<file path="src/sv/bpfa_pkg.sv">
// Package with the types, constants and control words of the page frame allocator.
`default_nettype none
package bpfa_pkg;

  localparam int BITMAP_WORDS  = 1024;
  localparam int BITS_PER_WORD = 32;
  localparam int MAX_ALLOC_WORDS = 1024;
  localparam int SCAN_WORDS =
    (BITMAP_WORDS < MAX_ALLOC_WORDS) ? BITMAP_WORDS : MAX_ALLOC_WORDS;
  localparam int NUM_FRAMES = BITMAP_WORDS * BITS_PER_WORD;
  localparam int WORD_AW = (BITMAP_WORDS > 1) ? $clog2(BITMAP_WORDS) : 1;
  localparam int BIT_AW  = $clog2(BITS_PER_WORD);
  localparam logic [31:0] FULL_WORD = 32'hFFFF_FFFF;

  localparam logic [1:0] REQ_ALLOC   = 2'd0;
  localparam logic [1:0] REQ_FREE    = 2'd1;
  localparam logic [1:0] REQ_TEST    = 2'd2;
  localparam logic [1:0] REQ_RESERVE = 2'd3;

  localparam logic [1:0] ST_OK        = 2'd0;
  localparam logic [1:0] ST_NONE_FREE = 2'd1;
  localparam logic [1:0] ST_RANGE     = 2'd2;
  localparam logic [1:0] ST_NOT_USED  = 2'd3;

  typedef struct packed {
    logic [1:0]  req_type;
    logic [14:0] frame_number;
  } bpfa_req_t;

  typedef struct packed {
    logic [1:0]  status;
    logic [14:0] result_frame;
    logic        was_used;
  } bpfa_res_t;

  // Commands from the controller to the datapath.
  typedef struct packed {
    logic clear;       // write zero at the sweep address and advance
    logic load;        // capture the request word and its word address
    logic next_word;   // advance the allocation scan
    logic commit;      // write back and emit the result
    logic emit_range;  // emit an out-of-range result for the input word
    logic emit_none;   // emit a no-free-frame result
  } bpfa_cmd_t;

  // Status from the datapath to the controller.
  typedef struct packed {
    logic clear_last;
    logic range_bad;
    logic is_alloc;
    logic word_full;
    logic scan_last;
  } bpfa_sts_t;

endpackage
`default_nettype wire

</file>
<file path="src/sv/bpfa_ctrl.sv">
// Controller state machine of the page frame allocator.
`default_nettype none
module bpfa_ctrl (
  input  wire logic                clk,
  input  wire logic                rst_n,
  input  wire logic                start,
  output logic                     busy,
  input  wire bpfa_pkg::bpfa_sts_t sts,
  output bpfa_pkg::bpfa_cmd_t      cmd
);
  import bpfa_pkg::*;

  localparam logic [1:0] S_CLEAR = 2'd0;
  localparam logic [1:0] S_IDLE  = 2'd1;
  localparam logic [1:0] S_READ  = 2'd2;
  localparam logic [1:0] S_CHECK = 2'd3;

  logic [1:0] state_r, state_nxt;

  always_comb begin
    state_nxt = state_r;
    cmd       = '0;
    unique case (state_r)
      S_CLEAR: begin
        cmd.clear = 1'b1;
        if (sts.clear_last) state_nxt = S_IDLE;
      end
      S_IDLE: begin
        if (start) begin
          // The range check needs no memory access, so it answers at once.
          if (sts.range_bad) begin
            cmd.emit_range = 1'b1;
          end else begin
            cmd.load  = 1'b1;
            state_nxt = S_READ;
          end
        end
      end
      S_READ: begin
        state_nxt = S_CHECK;
      end
      S_CHECK: begin
        if (sts.is_alloc && sts.word_full) begin
          if (sts.scan_last) begin
            cmd.emit_none = 1'b1;
            state_nxt     = S_IDLE;
          end else begin
            cmd.next_word = 1'b1;
            state_nxt     = S_READ;
          end
        end else begin
          cmd.commit = 1'b1;
          state_nxt  = S_IDLE;
        end
      end
      default: state_nxt = S_IDLE;
    endcase
  end

  always_ff @(posedge clk) begin
    if (!rst_n) begin
      state_r <= S_CLEAR;
    end else begin
      state_r <= state_nxt;
    end
  end

  assign busy = (state_r != S_IDLE);

endmodule
`default_nettype wire

</file>
<file path="config.mk">
export PLATFORM = sky130hd
export DESIGN_NAME = bpfa_ctrl
export DESIGN_NICKNAME = d
export VERILOG_FILES = /design/src/sv/bpfa_pkg.sv /design/src/sv/bpfa_ctrl.sv
export SDC_FILE = /design/constraint.sdc
export NUM_CORES = 1
export LEC_CHECK = 0
export ABC_AREA = 0
export BUFFER_PORTS_ARGS = -buffer_cell sky130_fd_sc_hd__buf_2
export CAP_MARGIN = 20
export CORE_AREA = 4 4 41 43
export CTS_BUF_LIST = sky130_fd_sc_hd__clkbuf_8
export DETAILED_ROUTE_END_ITERATION = 8
export DIE_AREA = 0 0 45 47
export PLACE_DENSITY = 0.33
export SLEW_MARGIN = 10
export SYNTH_ARGS = -nofsm -noshare
export SYNTH_HDL_FRONTEND = slang
export SYNTH_SLANG_ARGS = --single-unit
</file>
<file path="constraint.sdc">
create_clock -name clk -period 1.2 [get_ports clk]
set_input_delay 0.3 -clock clk [delete_from_list [all_inputs] [get_ports clk]]
set_output_delay 0.3 -clock clk [all_outputs]
set_load 0.03 [all_outputs]
</file>
==> metrics.txt, run 1 <==
Layout Area Growth over Synthesis 145%; die extent in x 45 um; Clock Latency Late Sink 0.20 ns; #FFs+latches synth 2; DRT Pass-1 Iters 2; Mapped Cells 19; final worst path period share 1.07; Slew Limit Fails 0; mapped cell area 149 sq um; CP required 0.90 ns; Leak 0.000170 uW; First DRT Iteration DRCs 1; pwr/cell area 1180 nW/um^2; endpoint class of the critical path primary output; starting density of the core 0.114; Post-synth top cells nor2_1, dfxtp_1, nand2_1; num rows 13; Slowest-stage cell, CP dfxtp_4; relative slew slack 0.868; Fin Clk Skew 0.00201 ns; via/cell ratio 4.02; max FFs per register 2; max incr delay on CP 0.35 ns; detailed placement HPWL 430 um; routability congestion estimate 0.735; clk root buf clkbuf_8; total power 429 uW; number of port buffers 14; critical path's top delay family flip-flops; Worst Path Max Fanout 6; CTS tree done; top cell type's share of synthesized area 0.269; number of synthesized flops with an enable pin 0; clock slew at reported path FFs 0.03 ns; Max Cap Viol 0; DRC violations left 0; unrepaired setup endpoints after global routing yes; Async SR Flop Fraction 0; CTS buffer count 3; pin count of the biggest net entering global routing 7; Seq/Total Area, Yosys 0.269; Final ANT Viol Nets 0; most common cell in the synthesized netlist nor2_1; critical path class reg -> out; worst slew pin tran 0.197 ns; Synthesis Warnings 0; Tmin final 1.29 ns; via count 221; nets@finish 50; Routed WL 536 um; fin util 0.280; final setup vio count 5; final hold violation count 0; share of cells above drive strength 1 0.675; Yosys cell types 14; CP arrival 0.99 ns; first-pass GRT wire length 793 um; # hold bufs at CTS 0; Mapped Avg Cell Area about 8 sq um; Max VDD drop between 0.6 and 0.7 mV; vias in the first global route 205; routed len/inst 9.75 um; crit-path cells and4bb_4 > buf_6; failing checks negative setup slack; Biggest register state_r; CP bufs+invs 1; Antenna Cells 0; CTS sink cnt 2; initial antenna violation count 0; Die H 47 um; total track usage 0.0528; fin worst setup slack -0.0896 ns; syn_nets 27; ys flop type dfxtp_1; top post-synthesis cells by area dfxtp_1, and4bb_4, nor2_1; worst min path class in -> reg; die area 2120 sq um; H-tree levels 1; core area 1300 sq um; I/O pins 15; cell taking the most area after synthesis dfxtp_1; GRT overflow 0; Filler Cells Inserted 147; outcome complete, but fails checks; CTS max path bufs 2; biggest regs state_r x2; crit start category register; Fmax 775 MHz
## worst reg2reg max path, cell delays in order, from the launching register on
cell      delay, ns
dfxtp_4        0.36
and4bb_4       0.21
buf_4          0.13
o31a_1         0.28
## logic make-up after synthesis
group,count (synthesis),synth area share
buf+inv,1,0.0252
simple gates,12,0.513
compound gates,4,0.193
flops,2,0.269
## cell type report
| class | instances | area [sq um] | share of cell area |
|---|---|---|---|
| multi-input combinational | 16 | 124 | 0.340 |
| timing repair buffer | 18 | 129 | 0.354 |
| inverter | 1 | 3.75 | 0.0103 |
| clock buffer | 3 | 41.3 | 0.113 |
| sequential | 2 | 47.5 | 0.131 |
| tap | 15 | 18.8 | 0.0515 |
## worst paths after layout
path / from / endpoint / slack (ns) / depth (start not counted)
max: state_r[1] / cmd[4] / -0.09 / 2
min: rst_n / state_r[1] / 0.33 / 2
min reg2reg: state_r[0] / state_r[1] / 0.76 / 3
max reg2reg: state_r[0] / state_r[1] / 0.10 / 3
## per-stage QoR
stage                     cell area [sq um]  hold WS [ns]  instances  setup slack, ns  setup TNS (ns)
after detailed placement                272         0.534         51          -0.0111         -0.0128
after CTS                               359         0.331         55          -0.0898          -0.313
after global placement                  272         0.547         51         -0.00645        -0.00645
after floorplan                         160         0.428         19          -0.0603          -0.144
after global routing                    364         0.334         55           -0.126          -0.441
final                                   364         0.334         55          -0.0896          -0.254
## power by group
part	switching [uW]	leakage [uW]	internal (uW)
registers	9.37	0.0000178	70.8
logic	47.5	0.000131	46.9
clock network	42.9	0.0000216	211
## cells in the final DEF, fill, tap and decap left out, drive strengths merged
master,instances
a211oi,1
nor2b,1
o31ai,1
a21oi,1
nand2b,1
and4,1
and4bb,1
nor2,4
dfxtp,2
nand4,1
clkbuf,3
buf,18
and4b,1
o31a,1
inv,1
nand2,2
## routing by layer
layer  up-vias  global-route usage  wire length, um
li1        113                   -                -
met5         -                   0                0
met2        14              0.0876              223
met1        94              0.0611              245
met3         0              0.0230               67
met4         0              0.0175                0
## repair_timing
action	CTS	global route
gates cloned	0	0
pin swaps	0	1
setup endpoints to repair	7	7
buffers inserted	1	0
gates resized for setup	13	3
Note: power is estimated with default switching activity, not from simulation.
==> inputs of run 2 (changes only) <==
BUFFER_PORTS_ARGS = unset   (was -buffer_cell sky130_fd_sc_hd__buf_2)
DONT_BUFFER_PORTS = 1   (was unset)
PLACE_DENSITY = 0.3   (was 0.33)
==> run 2 against run 1 <==
  * Sequential share of layout area increased by 3.7 points
  * Core utilization decreased by 6.2 points
  * Maximum frequency increased by 2.3%
  * Non-clock buffer count decreased by 11
  * Clock power increased by 6%
  * Die area unchanged
  * Register-to-register slack improved by 0.04 ns
  * Cell count decreased by 20%
  * Design area decreased by 22%
  * The flow still finishes with violations (negative setup slack)
  * Flip-flop and latch count unchanged
  * Wire length increased by 3.4%
  * Total power decreased by 4.1%
==> metrics.txt, run 2 (synthesis gave the netlist of run 1 again) <==
pwr/cell area 1450 nW/um^2; I/O pins 15; clock slew at reported path FFs 0.03 ns; vias in the first global route about 220; most frequent cells in the layout buf_4, nor2_1, clkbuf_8; Most Used Layer, Global Route met2; Layout Area Growth over Synthesis 90.8%; crit-path cells nand4_1 > nor2_1 > buf_4; initial antenna violation count 0; area of all placed cells without fillers between 200 and 300 sq um; starting density of the core 0.114; Fmax 793 MHz; Slew Limit Fails 0; clk root buf clkbuf_8; total track usage 0.0647; CP required 0.90 ns; critical path's top delay family flip-flops; crit start category register; outcome complete, but fails checks; multi-input combinational cell area around 120 sq um; routed len/inst 12.6 um; Worst Path Max Fanout 6; First DRT Iteration DRCs 3; Filler Cells Inserted between 100 and 150; Die H roughly 47 um; num rows 13; GRT overflow 0; Biggest register state_r; Register Area 47.5 sq um; Tmin final 1.26 ns; via count 189; final setup vio count 5; Max VDD drop 0.299 mV; pin count of the biggest net entering global routing 7; Antenna Cells 0; fin worst setup slack -0.0611 ns; max FFs per register 2; number of port buffers 0; DRT Pass-1 Iters 2; CTS sink cnt 2; met1 usage 0.0656; via/cell ratio 4.30; final hold violation count 0; routability congestion estimate 0.641; worst min path class in -> reg; relative slew slack 0.863; met2 usage 0.0791; Clock Latency Late Sink 0.21 ns; CTS buffer count 3; nets@finish 39; CP arrival 0.96 ns; critical path class reg -> out; Fin Clk Skew between 0.002 and 0.003 ns; Slowest-stage cell, CP dfxtp_4; unrepaired setup endpoints after global routing yes; Max Cap Viol 0; die extent in x about 45 um; share of cells above drive strength 1 0.517; H-tree levels 1; core area 1300 sq um; CTS max path bufs 2; CP bufs+invs 1; die area 2120 sq um; worst slew pin tran 0.204 ns; final worst path period share 1.05; met3 Use GR 0.0498; fin util 0.218; failing checks negative setup slack; biggest regs state_r x2; Final ANT Viol Nets 0; endpoint class of the critical path primary output; CTS tree done; first-pass GRT wire length 883 um; total power a little over 400 uW; Routed WL 554 um; commonest non-fill, non-tap cell in the layout buf_4; max incr delay on CP 0.36 ns; Leak 0.000118 uW; DRC violations left 0; Placed Area 216 sq um
## run 2: cell count changes in the layout (fill, tap and decap cells not counted), sizes merged
| cell | delta |
|---|---|
| buf | -11 |
## run 2: routing by layer
layer  routed length [um]  up-vias
met5                    0        -
met1                  235       83
met4                    0        0
met2                  237       13
met3                   80        0
li1                     -       93
## run 2: path summary, 6_finish.rpt
path	from	end	slack, ns	depth (start not counted)
setup / recovery	state_r[1]	cmd[3]	-0.06	3
hold / removal	rst_n	state_r[1]	0.21	1
setup reg to reg	state_r[1]	state_r[1]	0.14	3
hold reg to reg	state_r[0]	state_r[1]	0.74	3
## run 2: final cells by class
type	instances	share of cell area
multi-input combinational	16	0.410
timing repair buffer	7	0.198
sequential	2	0.167
clock buffer	3	0.145
tap	15	0.0661
inverter	1	0.0132
## run 2: report_power, final
group          internal (uW)  total, uW  switching (uW)
registers               70.7       78.2            7.52
clock network            212        268            55.6
logic                   26.6       64.7            38.1
## run 2: what timing repair did
| action | in CTS | in global routing |
|---|---|---|
| endpoints found under the hold margin | 0 | 0 |
| endpoints found under the setup margin | 7 | 6 |
| resized for setup | 5 | 0 |
| pin swaps | 2 | 0 |
| hold buffers | 0 | 0 |
| buffers inserted | 2 | 0 |
## run 2: through the flow
step                      worst slack, ns  hold slack [ns]  instances  TNS (ns)
after floorplan                   -0.0603            0.428         19    -0.144
after global placement             0.0445            0.439         39         0
after detailed placement         -0.00873            0.434         39   -0.0102
after CTS                         -0.0741            0.202         44    -0.316
after global routing               -0.134            0.203         44    -0.545
final                             -0.0611            0.208         44    -0.258
